`src/sv/mups_pkg.sv`:
```
`timescale 1ns / 1ps

package mups_pkg;

	// Default widths and counts
	localparam int QUANTITY_COUNT_DEF = 4;
	localparam int TIMER_WIDTH_DEF    = 16;
	localparam int LEFT_W             = 3;
	localparam int PERIOD_W           = 16;
	localparam int RETRY_W            = 3;
	localparam int ADDR_W             = 5;
	localparam int DATA_W             = 32;

	// Reading format
	localparam logic [23:0] SIGN_BIT  = 24'h80_0000;
	localparam logic [23:0] MAG_MASK  = 24'h7F_FFFF;
	localparam logic [7:0]  BYTE_MASK = 8'hFF;
	localparam logic [1:0]  SLOT_POWER = 2'd2;

	// Register indexes (byte address / 4)
	localparam logic [2:0] REG_AUTO_ENABLE   = 3'd0;
	localparam logic [2:0] REG_POLL_PERIOD   = 3'd1;
	localparam logic [2:0] REG_TIMEOUT_TICKS = 3'd2;
	localparam logic [2:0] REG_MAX_RETRIES   = 3'd3;
	localparam logic [2:0] REG_READ_COMMAND  = 3'd4;
	localparam logic [2:0] REG_QTY_ADDRESSES = 3'd5;

	// Register reset values
	localparam logic                RST_AUTO_ENABLE   = 1'b1;
	localparam logic [PERIOD_W-1:0] RST_POLL_PERIOD   = 16'd1000;
	localparam logic [PERIOD_W-1:0] RST_TIMEOUT_TICKS = 16'd200;
	localparam logic [RETRY_W-1:0]  RST_MAX_RETRIES   = 3'd5;
	localparam logic [7:0]          RST_READ_COMMAND  = 8'd88;
	localparam logic [31:0]         RST_QTY_ADDRESSES = 32'd117834755;

	typedef struct packed {
		logic                auto_enable;
		logic [PERIOD_W-1:0] poll_period;
		logic [PERIOD_W-1:0] timeout_ticks;
		logic [RETRY_W-1:0]  max_retries;
		logic [7:0]          read_command;
		logic [31:0]         quantity_addresses;
	} cfg_t;

	typedef struct packed {
		logic        tx_valid;
		logic [7:0]  tx_command;
		logic [7:0]  tx_address;
		logic        meas_valid;
		logic [1:0]  meas_slot;
		logic [23:0] meas_value;
		logic        checksum_error;
		logic        gave_up;
	} res_t;

	// Address byte of a measurement slot: voltage, current, power, energy
	function automatic logic [7:0] slot_address(input logic [1:0] slot,
			input logic [31:0] addrs);
		logic [7:0] a;
		case (slot)
			2'd0:    a = addrs[15:8];
			2'd1:    a = addrs[7:0];
			2'd2:    a = addrs[23:16];
			2'd3:    a = addrs[31:24];
			default: a = addrs[7:0];
		endcase
		return a;
	endfunction

	// Slot for queue position k (1..4): current, voltage, power, energy
	function automatic logic [1:0] queue_slot(input logic [LEFT_W-1:0] k);
		logic [1:0] pos;
		logic [1:0] s;
		pos = 2'(k - 3'd1);
		case (pos)
			2'd0:    s = 2'd1;
			2'd1:    s = 2'd0;
			2'd2:    s = 2'd2;
			2'd3:    s = 2'd3;
			default: s = 2'd1;
		endcase
		return s;
	endfunction

endpackage

```
`src/sv/mups_in_if.sv`:
```
`timescale 1ns / 1ps

interface mups_in_if;
	logic       valid;
	logic       ready;
	logic       action;
	logic [7:0] rx_byte0;
	logic [7:0] rx_byte1;
	logic [7:0] rx_byte2;
	logic [7:0] rx_check;

	modport source (output valid, action, rx_byte0, rx_byte1, rx_byte2, rx_check,
		input ready);
	modport sink (input valid, action, rx_byte0, rx_byte1, rx_byte2, rx_check,
		output ready);
endinterface

```
`src/sv/mups_out_if.sv`:
```
`timescale 1ns / 1ps

interface mups_out_if;
	logic        valid;
	logic        ready;
	logic        tx_valid;
	logic [7:0]  tx_command;
	logic [7:0]  tx_address;
	logic        meas_valid;
	logic [1:0]  meas_slot;
	logic [23:0] meas_value;
	logic        checksum_error;
	logic        gave_up;

	modport source (output valid, tx_valid, tx_command, tx_address, meas_valid,
		meas_slot, meas_value, checksum_error, gave_up, input ready);
	modport sink (input valid, tx_valid, tx_command, tx_address, meas_valid,
		meas_slot, meas_value, checksum_error, gave_up, output ready);
endinterface

```
`src/sv/mups_cfg_regs.sv`:
```
`timescale 1ns / 1ps

module mups_cfg_regs (
	input  logic                        clk,
	input  logic                        arst_n,
	input  logic                        psel,
	input  logic                        penable,
	input  logic                        pwrite,
	input  logic [mups_pkg::ADDR_W-1:0] paddr,
	input  logic [mups_pkg::DATA_W-1:0] pwdata,
	output logic [mups_pkg::DATA_W-1:0] prdata,
	output logic                        pready,
	output mups_pkg::cfg_t              cfg
);
	import mups_pkg::*;

	cfg_t       cfg_q;
	logic       wr_en;
	logic [2:0] idx;

	assign pready = 1'b1;
	assign wr_en  = psel & penable & pwrite;
	assign idx    = paddr[ADDR_W-1:2];
	assign cfg    = cfg_q;

	// Register writes; unknown indexes are dropped
	always_ff @(posedge clk or negedge arst_n) begin
		if (!arst_n) begin
			cfg_q.auto_enable        <= RST_AUTO_ENABLE;
			cfg_q.poll_period        <= RST_POLL_PERIOD;
			cfg_q.timeout_ticks      <= RST_TIMEOUT_TICKS;
			cfg_q.max_retries        <= RST_MAX_RETRIES;
			cfg_q.read_command       <= RST_READ_COMMAND;
			cfg_q.quantity_addresses <= RST_QTY_ADDRESSES;
		end else if (wr_en) begin
			case (idx)
				REG_AUTO_ENABLE:   cfg_q.auto_enable        <= pwdata[0];
				REG_POLL_PERIOD:   cfg_q.poll_period        <= pwdata[PERIOD_W-1:0];
				REG_TIMEOUT_TICKS: cfg_q.timeout_ticks      <= pwdata[PERIOD_W-1:0];
				REG_MAX_RETRIES:   cfg_q.max_retries        <= pwdata[RETRY_W-1:0];
				REG_READ_COMMAND:  cfg_q.read_command       <= pwdata[7:0];
				REG_QTY_ADDRESSES: cfg_q.quantity_addresses <= pwdata;
				default: ;
			endcase
		end
	end

	// Read back
	always_comb begin
		case (idx)
			REG_AUTO_ENABLE:   prdata = DATA_W'(cfg_q.auto_enable);
			REG_POLL_PERIOD:   prdata = DATA_W'(cfg_q.poll_period);
			REG_TIMEOUT_TICKS: prdata = DATA_W'(cfg_q.timeout_ticks);
			REG_MAX_RETRIES:   prdata = DATA_W'(cfg_q.max_retries);
			REG_READ_COMMAND:  prdata = DATA_W'(cfg_q.read_command);
			REG_QTY_ADDRESSES: prdata = cfg_q.quantity_addresses;
			default:           prdata = '0;
		endcase
	end

endmodule

```
`src/sv/mups_engine.sv`:
```
`timescale 1ns / 1ps

module mups_engine #(
	parameter int QUANTITY_COUNT = mups_pkg::QUANTITY_COUNT_DEF,
	parameter int TIMER_WIDTH    = mups_pkg::TIMER_WIDTH_DEF
) (
	input  logic              clk,
	input  logic              arst_n,
	input  mups_pkg::cfg_t    cfg,
	mups_in_if.sink           req,
	mups_out_if.source        rsp
);
	import mups_pkg::*;

	localparam int CW = (TIMER_WIDTH > PERIOD_W) ? TIMER_WIDTH : PERIOD_W;
	localparam logic [TIMER_WIDTH-1:0] TMAX = '1;

	// Input stage
	logic       valid_s1;
	logic       action_s1;
	logic [7:0] b0_s1, b1_s1, b2_s1, chk_s1;

	// Sequencer state
	logic                   pending_q, pending_n;
	logic [1:0]             slot_q, slot_n;
	logic                   armed_q, armed_n;
	logic [TIMER_WIDTH-1:0] to_q, to_n, to_inc;
	logic [TIMER_WIDTH-1:0] poll_q, poll_n, poll_inc;
	logic [LEFT_W-1:0]      left_q, left_n, k;
	logic [RETRY_W-1:0]     retry_q, retry_n;

	// Output register
	logic out_valid_q;
	res_t res_q, res;

	logic        fire;
	logic        timed_out, fail, skip_issue;
	logic [7:0]  cur_addr, sum8;
	logic [23:0] data;
	logic [1:0]  new_slot;

	assign fire      = valid_s1 & (~out_valid_q | rsp.ready);
	assign req.ready = ~valid_s1 | fire;

	// Input register
	always_ff @(posedge clk or negedge arst_n) begin
		if (!arst_n) begin
			valid_s1 <= 1'b0;
		end else if (req.ready) begin
			valid_s1 <= req.valid;
		end
	end

	always_ff @(posedge clk) begin
		if (req.valid && req.ready) begin
			action_s1 <= req.action;
			b0_s1     <= req.rx_byte0;
			b1_s1     <= req.rx_byte1;
			b2_s1     <= req.rx_byte2;
			chk_s1    <= req.rx_check;
		end
	end

	// One step of the poll sequencer
	always_comb begin
		pending_n  = pending_q;
		slot_n     = slot_q;
		armed_n    = armed_q;
		to_n       = to_q;
		poll_n     = poll_q;
		left_n     = left_q;
		retry_n    = retry_q;
		res        = '0;
		timed_out  = 1'b0;
		fail       = 1'b0;
		skip_issue = 1'b0;

		to_inc   = (to_q == TMAX) ? to_q : to_q + 1'b1;
		poll_inc = (poll_q == TMAX) ? poll_q : poll_q + 1'b1;
		cur_addr = slot_address(slot_q, cfg.quantity_addresses);
		sum8     = cfg.read_command + cur_addr + b0_s1 + b1_s1 + b2_s1;
		data     = {b2_s1, b1_s1, b0_s1};
		if (slot_q == SLOT_POWER) begin
			if ((data & SIGN_BIT) != '0) begin
				data = ((~data) & MAG_MASK) + 24'd1;
			end else begin
				data = data & MAG_MASK;
			end
		end

		if (!action_s1) begin
			// Timer tick: reply timeout and poll period
			if (armed_q) begin
				to_n = to_inc;
				if (CW'(to_inc) >= CW'(cfg.timeout_ticks)) begin
					to_n      = '0;
					armed_n   = 1'b0;
					timed_out = 1'b1;
				end
			end else begin
				to_n = '0;
			end
			if (cfg.auto_enable) begin
				poll_n = poll_inc;
				if (CW'(poll_inc) >= CW'(cfg.poll_period)) begin
					poll_n = '0;
					left_n = LEFT_W'(QUANTITY_COUNT);
				end
			end else begin
				poll_n = '0;
			end
			fail = timed_out & pending_q;
		end else if (!pending_q) begin
			// Unsolicited frame: dropped
			skip_issue = 1'b1;
		end else if (chk_s1 == (BYTE_MASK ^ sum8)) begin
			res.meas_valid = 1'b1;
			res.meas_slot  = slot_q;
			res.meas_value = data;
			pending_n      = 1'b0;
			armed_n        = 1'b0;
			to_n           = '0;
			retry_n        = '0;
		end else begin
			res.checksum_error = 1'b1;
			fail               = 1'b1;
		end

		// Re-send or abandon the pending read
		if (fail) begin
			if (retry_q < cfg.max_retries) begin
				retry_n        = retry_q + 3'd1;
				res.tx_valid   = 1'b1;
				res.tx_command = cfg.read_command;
				res.tx_address = cur_addr;
				armed_n        = 1'b1;
				to_n           = '0;
			end else begin
				pending_n   = 1'b0;
				armed_n     = 1'b0;
				to_n        = '0;
				retry_n     = '0;
				res.gave_up = 1'b1;
			end
		end

		// Issue the next queued read
		k        = (left_n > 3'd4) ? 3'd4 : left_n;
		new_slot = queue_slot(k);
		if (!skip_issue && !pending_n && left_n != '0 && !res.tx_valid) begin
			slot_n         = new_slot;
			left_n         = k - 3'd1;
			pending_n      = 1'b1;
			retry_n        = '0;
			res.tx_valid   = 1'b1;
			res.tx_command = cfg.read_command;
			res.tx_address = slot_address(new_slot, cfg.quantity_addresses);
			armed_n        = 1'b1;
			to_n           = '0;
		end
	end

	// State and result registers
	always_ff @(posedge clk or negedge arst_n) begin
		if (!arst_n) begin
			pending_q   <= 1'b0;
			slot_q      <= '0;
			armed_q     <= 1'b0;
			to_q        <= '0;
			poll_q      <= '0;
			left_q      <= '0;
			retry_q     <= '0;
			out_valid_q <= 1'b0;
		end else begin
			if (fire) begin
				pending_q <= pending_n;
				slot_q    <= slot_n;
				armed_q   <= armed_n;
				to_q      <= to_n;
				poll_q    <= poll_n;
				left_q    <= left_n;
				retry_q   <= retry_n;
			end
			if (fire) begin
				out_valid_q <= 1'b1;
			end else if (rsp.ready) begin
				out_valid_q <= 1'b0;
			end
		end
	end

	always_ff @(posedge clk) begin
		if (fire) begin
			res_q <= res;
		end
	end

	assign rsp.valid          = out_valid_q;
	assign rsp.tx_valid       = res_q.tx_valid;
	assign rsp.tx_command     = res_q.tx_command;
	assign rsp.tx_address     = res_q.tx_address;
	assign rsp.meas_valid     = res_q.meas_valid;
	assign rsp.meas_slot      = res_q.meas_slot;
	assign rsp.meas_value     = res_q.meas_value;
	assign rsp.checksum_error = res_q.checksum_error;
	assign rsp.gave_up        = res_q.gave_up;

endmodule

```
`src/sv/meter_uart_poll_sequencer_unit.sv`:
```
`timescale 1ns / 1ps

// Energy-meter register poll sequencer.
// req carries one event per transaction: a timer tick (action 0) or a received
// reply frame (action 1, three data bytes and a check byte). rsp returns exactly
// one result transaction per req transaction: a read command to send (tx_*),
// a verified reading (meas_*), and checksum_error / gave_up flags.
// The req transaction is taken into the input register and its result is then
// loaded into the result register, which drives rsp.valid; a result that waits
// on rsp.ready holds the transaction in the input register.
// Throughput: one transaction per cycle while rsp.ready is high or the result
// register is empty; the next-state logic of the sequencer is combinational.
// The APB port holds the six configuration registers at byte addresses 4*i;
// write them only while no transaction is in flight.
// Reset (arst_n low) clears the sequencer state and both pipeline stages and
// loads the register defaults; polling starts after poll_period ticks.
// When rsp.ready is low the result is held; req.ready stays high until the
// input register also fills, so nothing is lost or repeated.
module meter_uart_poll_sequencer_unit #(
	parameter int QUANTITY_COUNT = mups_pkg::QUANTITY_COUNT_DEF,
	parameter int TIMER_WIDTH    = mups_pkg::TIMER_WIDTH_DEF
) (
	input  logic                        clk,
	input  logic                        arst_n,
	mups_in_if.sink                     req,
	mups_out_if.source                  rsp,
	input  logic                        psel,
	input  logic                        penable,
	input  logic                        pwrite,
	input  logic [mups_pkg::ADDR_W-1:0] paddr,
	input  logic [mups_pkg::DATA_W-1:0] pwdata,
	output logic [mups_pkg::DATA_W-1:0] prdata,
	output logic                        pready
);
	import mups_pkg::*;

	cfg_t cfg;

	mups_cfg_regs u_regs (
		.clk     (clk),
		.arst_n  (arst_n),
		.psel    (psel),
		.penable (penable),
		.pwrite  (pwrite),
		.paddr   (paddr),
		.pwdata  (pwdata),
		.prdata  (prdata),
		.pready  (pready),
		.cfg     (cfg)
	);

	mups_engine #(
		.QUANTITY_COUNT (QUANTITY_COUNT),
		.TIMER_WIDTH    (TIMER_WIDTH)
	) u_engine (
		.clk    (clk),
		.arst_n (arst_n),
		.cfg    (cfg),
		.req    (req),
		.rsp    (rsp)
	);

	// A frame that publishes a reading neither failed its check nor was abandoned
	a_meas_clean: assert property (@(posedge clk) disable iff (!arst_n)
		rsp.valid && rsp.meas_valid |-> !rsp.checksum_error && !rsp.gave_up)
		else $error("reading published with an error flag");

	// Command frames always carry the configured read command
	a_tx_cmd: assert property (@(posedge clk) disable iff (!arst_n)
		rsp.valid && rsp.tx_valid |-> rsp.tx_command == cfg.read_command)
		else $error("command byte differs from read_command");

	// Unused fields are zero
	a_tx_zero: assert property (@(posedge clk) disable iff (!arst_n)
		rsp.valid && !rsp.tx_valid |-> rsp.tx_command == 8'd0 && rsp.tx_address == 8'd0)
		else $error("command fields set without tx_valid");

	a_meas_zero: assert property (@(posedge clk) disable iff (!arst_n)
		rsp.valid && !rsp.meas_valid |-> rsp.meas_slot == 2'd0 && rsp.meas_value == 24'd0)
		else $error("measurement fields set without meas_valid");

endmodule
```
`src/flat_wrapper.sv`:
```
// flat-port wrapper written by rule: the top's interface ports become plain ports
module meter_uart_poll_sequencer_unit_flat import mups_pkg::*;
#(
	parameter int QUANTITY_COUNT = mups_pkg::QUANTITY_COUNT_DEF,
	parameter int TIMER_WIDTH    = mups_pkg::TIMER_WIDTH_DEF
)
  (clk, arst_n, psel, penable, pwrite, paddr, pwdata, prdata, pready, req_valid, req_action, req_rx_byte0, req_rx_byte1, req_rx_byte2, req_rx_check, req_ready, rsp_valid, rsp_tx_valid, rsp_tx_command, rsp_tx_address, rsp_meas_valid, rsp_meas_slot, rsp_meas_value, rsp_checksum_error, rsp_gave_up, rsp_ready);
  mups_in_if req_i ();
  mups_out_if rsp_i ();
  input  logic clk;
  input  logic arst_n;
  input  logic psel;
  input  logic penable;
  input  logic pwrite;
  input  logic [mups_pkg::ADDR_W-1:0] paddr;
  input  logic [mups_pkg::DATA_W-1:0] pwdata;
  output logic [mups_pkg::DATA_W-1:0] prdata;
  output logic pready;
  input wire logic [$bits(req_i.valid)-1:0] req_valid;
  input wire logic [$bits(req_i.action)-1:0] req_action;
  input wire logic [$bits(req_i.rx_byte0)-1:0] req_rx_byte0;
  input wire logic [$bits(req_i.rx_byte1)-1:0] req_rx_byte1;
  input wire logic [$bits(req_i.rx_byte2)-1:0] req_rx_byte2;
  input wire logic [$bits(req_i.rx_check)-1:0] req_rx_check;
  output wire logic [$bits(req_i.ready)-1:0] req_ready;
  output wire logic [$bits(rsp_i.valid)-1:0] rsp_valid;
  output wire logic [$bits(rsp_i.tx_valid)-1:0] rsp_tx_valid;
  output wire logic [$bits(rsp_i.tx_command)-1:0] rsp_tx_command;
  output wire logic [$bits(rsp_i.tx_address)-1:0] rsp_tx_address;
  output wire logic [$bits(rsp_i.meas_valid)-1:0] rsp_meas_valid;
  output wire logic [$bits(rsp_i.meas_slot)-1:0] rsp_meas_slot;
  output wire logic [$bits(rsp_i.meas_value)-1:0] rsp_meas_value;
  output wire logic [$bits(rsp_i.checksum_error)-1:0] rsp_checksum_error;
  output wire logic [$bits(rsp_i.gave_up)-1:0] rsp_gave_up;
  input wire logic [$bits(rsp_i.ready)-1:0] rsp_ready;
  assign req_i.valid = req_valid;
  assign req_i.action = req_action;
  assign req_i.rx_byte0 = req_rx_byte0;
  assign req_i.rx_byte1 = req_rx_byte1;
  assign req_i.rx_byte2 = req_rx_byte2;
  assign req_i.rx_check = req_rx_check;
  assign req_ready = req_i.ready;
  assign rsp_valid = rsp_i.valid;
  assign rsp_tx_valid = rsp_i.tx_valid;
  assign rsp_tx_command = rsp_i.tx_command;
  assign rsp_tx_address = rsp_i.tx_address;
  assign rsp_meas_valid = rsp_i.meas_valid;
  assign rsp_meas_slot = rsp_i.meas_slot;
  assign rsp_meas_value = rsp_i.meas_value;
  assign rsp_checksum_error = rsp_i.checksum_error;
  assign rsp_gave_up = rsp_i.gave_up;
  assign rsp_i.ready = rsp_ready;
  meter_uart_poll_sequencer_unit #(.QUANTITY_COUNT(QUANTITY_COUNT), .TIMER_WIDTH(TIMER_WIDTH)) u_core (.clk(clk), .arst_n(arst_n), .req(req_i), .rsp(rsp_i), .psel(psel), .penable(penable), .pwrite(pwrite), .paddr(paddr), .pwdata(pwdata), .prdata(prdata), .pready(pready));
endmodule
```
`config.mk`:
```
export PLATFORM = sky130hd
export DESIGN_NAME = meter_uart_poll_sequencer_unit_flat
export DESIGN_NICKNAME = d
export VERILOG_FILES = /design/src/sv/mups_pkg.sv /design/src/sv/mups_in_if.sv /design/src/sv/mups_out_if.sv /design/src/sv/mups_cfg_regs.sv /design/src/sv/mups_engine.sv /design/src/sv/meter_uart_poll_sequencer_unit.sv /design/src/flat_wrapper.sv
export SDC_FILE = /design/constraint.sdc
export NUM_CORES = 1
export LEC_CHECK = 0
export BUFFER_PORTS_ARGS = -buffer_cell sky130_fd_sc_hd__buf_2
export CORE_ASPECT_RATIO = 1.4
export CORE_MARGIN = 2
export CORE_UTILIZATION = 50
export DETAILED_ROUTE_END_ITERATION = 8
export PLACE_DENSITY_LB_ADDON = 0.3
export SYNTH_ARGS = -nofsm -noshare
export SYNTH_HDL_FRONTEND = slang
export SYNTH_SLANG_ARGS = --single-unit
```
`constraint.sdc`:
```
create_clock -name clk -period 13.5 [get_ports clk]
set_clock_uncertainty 0.15 [all_clocks]
set_input_delay 0.675 -clock clk [delete_from_list [all_inputs] [get_ports clk]]
set_output_delay 0.675 -clock clk [all_outputs]
set_load 0.03 [all_outputs]
```
After elaboration in Yosys (flattened, before gate mapping)
Index checks and enable logic that the tools add are counted.
{ "totals": {"in_bits": 77, "output_inout_bits": 81, "word_cells": 154, "regBits": 199} }
{ "op_classes": {"order_cmp": 4, "reduce_logical": 28, "add_sub_neg": 9, "eq_ne": 19, "bitwise_logic": 11, "muxes": 55} }
{ "op_table": {"columns": ["cell", "n"], "rows": [
  ["$mux W16", 12],
  ["$pmux W32 S6", 1],
  ["$pmux W8 S4", 2],
  ["$mux W24", 2],
  ["$mux W17", 2],
  ["$mux W3", 11],
  ["$add A16 B1 Y16 const B", 2],
  ["$add A8 B8 Y8", 4],
  ["$eq A16 B16 Y1 const B", 2],
  ["$ge A16 B16 Y1", 2],
  ["$mux W27", 1],
  ["$add A23 B1 Y24 const B", 1],
  ["$mux W1", 23],
  ["$not A23 Y23", 1],
  ["$reduce_and A2 Y1", 9],
  ["$eq A2 B2 Y1 const B", 6],
  ["$reduce_bool A3 Y1", 4],
  ["$eq A8 B8 Y1", 1],
  ["$ne A4 B1 Y1 const B", 2],
  ["$not A8 Y8", 1],
  ["$pmux W2 S4", 1],
  ["$eq A2 B1 Y1 const B", 3],
  ["$eq A3 B2 Y1 const B", 2],
  ["$eq A3 B3 Y1 const B", 2],
  ["other kinds (15)", 29]
]} }

Longest topological paths before layout
{ "logic_depth": {"word_depth": 19, "mapped_depth": 20, "ltp_nobuf": 18} }

Cells and area by module
From an unflattened synthesis, not the netlist that was laid out.
{ "hier_totals": {"cells_unflattened": 1019, "area_unflattened_um2": 11564.8} }
{ "modules_own_cells": {"columns": ["mod", "n_inst", "seq_area_each_um2", "area_per_inst_um2", "cells_per_inst"], "rows": [
  ["mups_engine", 1, 3473.3, 8061.5, 775],
  ["mups_cfg_regs", 1, 1930.6, 3503.4, 244]
]} }

Worst setup path before layout
Ideal clock, no wire load.
{ "synth_timing": {"path_type": "register -> register", "from": "register u_core.u_engine.poll_q[3]", "to": "register u_core.u_engine.res_q (netlist bit u_core.u_engine.rsp.tx_address[0]), data pin", "stages_incl_launch_ff": 20, "period_less_slack_ns": 4.738, "setup_slack_ns": 8.762, "path_buffers": 1, "arrival_ns": 4.331, "setup_ns": 0.256, "required_time_ns": 13.094, "cell_sequence": "dfrtp_1 and4_1 nand4_1 nor3_1 nor2_1 and3_1 xor2_1 ha_1 o2111ai_1 a311oi_1 nor2_1 a2111oi_2 nor2_1 nand2_1 inv_1 ha_1 buf_1 a222oi_1 o21ai_0 a22o_1"} }
{ "synth_lines": {"columns": ["element", "line_no", "text"], "rows": [
  ["from (decl)", "mups_engine.sv:28", "logic [TIMER_WIDTH-1:0] poll_q, poll_n, poll_inc;"],
  ["from (signal assigned)", "mups_engine.sv:180", "poll_q <= poll_n;"],
  ["to (signal assigned)", "mups_engine.sv:194", "res_q <= res;"],
  ["to (decl)", "mups_engine.sv:34", "res_t res_q, res;"]
]} }

==> impl_metrics.csv <==
group,metric,value,unit
timing,worstMarginPinSlew,1.223,ns
placed_design,hpwl,21.83,mm
floorplanning,initial_core_util,51.12,%
outcome,status,"completed",
detailed_routing,post-route-drc-count,0,
timing,hold_viol_final,0,
setup_path,end_kind,"flop",
run,max_cap_viol_count,0,
layout,design_area,12830,um^2
timing,max_freq,173.0,MHz
synth,ys.flop_type,"dfrtp_1",
layout,num_antenna_cells,0,
detailed_routing,wl_met2,15.36,mm
synth,syn_area,11220,um^2
layout,nets,1340,
detailed_routing,final_antenna_net_count,0,
power_and_ir_drop,p_leak,0.005735,uW
floorplanning,die-height,181.2,um
timing,maxSlewViolCount,0,
synth,synthArstFlopShare,60.30,%
synth,synth_top_area_share,21.64,%
synth,synthCells,1053,
detailed_routing,routedWlPerCell,19.14,um
power_and_ir_drop,irDropWorstVdd,104.7,uV
setup_path,path_class,"reg -> reg",
floorplanning,fp-row-count,64,
detailed_routing,top_layer_used,"met4",
clock_network,clockBufferDepth,2,
detailed_routing,wl_met1,10.70,mm
detailed_routing,wirelength,28.74,mm
clock_network,cts_root_buf,"clkbuf_16",
timing,fin_crit_sh,42.83,%
global_routing,grt_overflow_total,0,
timing,slew_headroom,18.15,%
synth,synth_warnings,0,
placed_design,place_congestion,0.8850,
setup_path,reg2regPathDepth,18,
placed_design,dpl-instance-area,12270,um^2
global_routing,grt_pass1_wl,45.06,mm
timing,post-route-min-period,5.781,ns
clock_network,cts_num_sinks,199,
synth,synthTopCellsByArea,"dfrtp_1 22%, edfxtp_1 21%, ha_1 5.7%, dfstp_2 5.4%, mux2_2 4.4%",
placed_design,portBuffers,154,
detailed_routing,num_vias,8550,
min_path,hp-class,"in -> async",
clock_network,clk_latency,0.46,ns
detailed_routing,viasPerCell,5.692,
clock_network,numCtsBuffers,17,
detailed_routing,wl_met3,1.708,mm
clock_network,cts_setup_buffers,0,
synth,post-synth-top-count-cell,"nand2_1",
global_routing,track_usage,25.08,%
detailed_routing,drtIter0Drc,551,
timing,finalSetupTns,0,ns
synth,synth_nets,1201,
synth,synth_area_leader_cell,"dfrtp_1",
synth,yosysUniqueCellTypes,64,
clock_network,cts_tree,"done",
global_routing,antenna_found_initial,0,
setup_path,cp_max_fo,8,
timing,setup_viol,0,
floorplanning,die_w,130.6,um
synth,synthTopCellsByCount,"113 x nand2_1, 97 x dfrtp_1, 87 x o21ai_0, 83 x inv_1, 79 x edfxtp_1",
clock_network,cts_resized,0,
floorplanning,io-pin-count,158,
power_and_ir_drop,powerDensity,167.2,nW/um^2
clock_network,cts_hold_buf,0,
setup_path,critical_path_arrival,5.83,ns
synth,yosysSeqAreaShare,48.18,%
clock_network,h-tree-depth,4,
synth,ys_ff_latch,199,
global_routing,grt_max_degree,70,
layout,drive_gt1_share,23.40,%
synth,synth_area_per_cell,10.65,um^2
detailed_routing,dr.pass1.iters,8,
layout,layout-area-overhead-vs-synth,14.39,%
setup_path,required,13.55,ns
timing,rsz0062_at_grt,"false",
floorplanning,die_area,23660,um^2
setup_path,cp-start-kind,"flop",
clock_network,clk_pin_slew,0.07,ns
power_and_ir_drop,power,2145,uW
global_routing,grt_pass1_vias,8593,
synth,synth-edff-count,79,
floorplanning,core_area,21940,um^2
[path summary, 6_finish.rpt]
check / startpoint / endpoint / slack [ns]
min: arst_n / u_core.u_regs.cfg[27] / 0.11
min in group clk: req_rx_byte2[7] / u_core.u_engine.b2_s1[7] / 0.24
max: u_core.u_engine.poll_q[3] / u_core.u_engine.rsp.tx_address[0] / 7.72
max in group asynchronous: arst_n / u_core.u_engine.to_q[10] / 11.76
max reg2reg: u_core.u_engine.poll_q[3] / u_core.u_engine.rsp.tx_address[0] / 7.72
min reg2reg: u_core.u_engine.valid_s1 / u_core.u_engine.rsp.valid / 0.36
[state kept, by name, summed over array words and instances, names as in the netlist, 3 cells and up]
signal                          cells
u_core.u_engine.b0_s1               8
u_core.u_engine.b2_s1               8
u_core.u_engine.poll_q             16
u_core.u_engine.retry_q             3
u_core.u_engine.chk_s1              8
u_core.u_engine.rsp.tx_command      8
u_core.u_engine.rsp.meas_value     24
u_core.u_regs.cfg                  76
u_core.u_engine.left_q              3
u_core.u_engine.to_q               16
u_core.u_engine.rsp.tx_address      8
u_core.u_engine.b1_s1               8
[critical path, stage by stage (launching register included)]
cell and delay, ns:
dfrtp_1 0.45, and4_1 0.29, nand4_1 0.17, nor3_1 0.56, nor2_1 0.30, and3_1 0.30
xor2_1 0.15, ha_1 0.34, o2111ai_1 0.13, a311oi_1 0.29, nor2_1 0.10, a2111oi_2 0.70
nor2_1 0.22, nand2_1 0.24, inv_1 0.09, ha_1 0.33, a222oi_1 0.38, o21ai_0 0.12
a22o_1 0.22
[metal layers]
metal | global-route usage, % | vias to the layer above
met5 | 0 | -
met4 | 9.617 | 0
met3 | 4.975 | 59
met2 | 45.08 | 303
met1 | 28.94 | 4164
li1 | - | 4024
[area by class of cell]
type / count / area [um^2]
repair buffers: 165 / 855.8
multi-input cells: 726 / 5324
fillers: 1933 / 9111
well taps: 297 / 371.6
clock inverters: 15 / 137.6
clock buffers: 17 / 425.4
flip-flops and latches: 199 / 5404
inverters: 83 / 311.5
[cells by family after synthesis]
group	Yosys count	share of synthesized area, %
compound gates	222	13.05
fa+ha+maj	71	9.259
other cells	1	0.03344
buf+inv	128	4.485
simple gates	306	12.80
flops	199	48.18
xor+xnor	60	4.808
mux	66	7.385
[report_power, final]
group	internal [uW]	switching, uW	total (uW)
combinational	334	464	798
clock	243	251	494
sequential	745	107	853
[through the flow]
step | utilization, % | hold slack (ns) | instances | worst slack, ns
after global routing | 58.47 | 0.1571 | 1502 | 7.182
final | 58.47 | 0.1124 | 1502 | 7.719
after detailed placement | 55.91 | 0.3413 | 1470 | 7.767
after global placement | 55.91 | 0.3201 | 1470 | 7.771
after floorplan | - | 0.2294 | 1053 | 8.762
after CTS | 58.47 | 0.1250 | 1502 | 7.693
[placed cells by master (no fill, tap or decap), types with 7 or more instances in the layout]
| cell | count |
|---|---|
| xnor2_1 | 39 |
| a21o_1 | 7 |
| and3_1 | 7 |
| inv_1 | 82 |
| o22ai_1 | 9 |
| ha_1 | 51 |
| and2_1 | 30 |
| a22o_1 | 20 |
| nor2_1 | 63 |
| buf_4 | 12 |
| nand2_1 | 113 |
| mux2i_1 | 13 |
| nand2b_1 | 10 |
| edfxtp_1 | 79 |
| clkbuf_16 | 17 |
| a21oi_1 | 31 |
| nor3_1 | 15 |
| dfstp_2 | 23 |
| xor2_1 | 20 |
| fa_1 | 20 |
| mux4_2 | 9 |
| o21ai_0 | 87 |
| nand3_1 | 32 |
| dfrtp_1 | 97 |
| buf_2 | 153 |
| a22oi_1 | 16 |
| mux2_2 | 44 |
| a222oi_1 | 8 |
| nand4_1 | 10 |
Note: power is estimated with default switching activity, not from simulation.
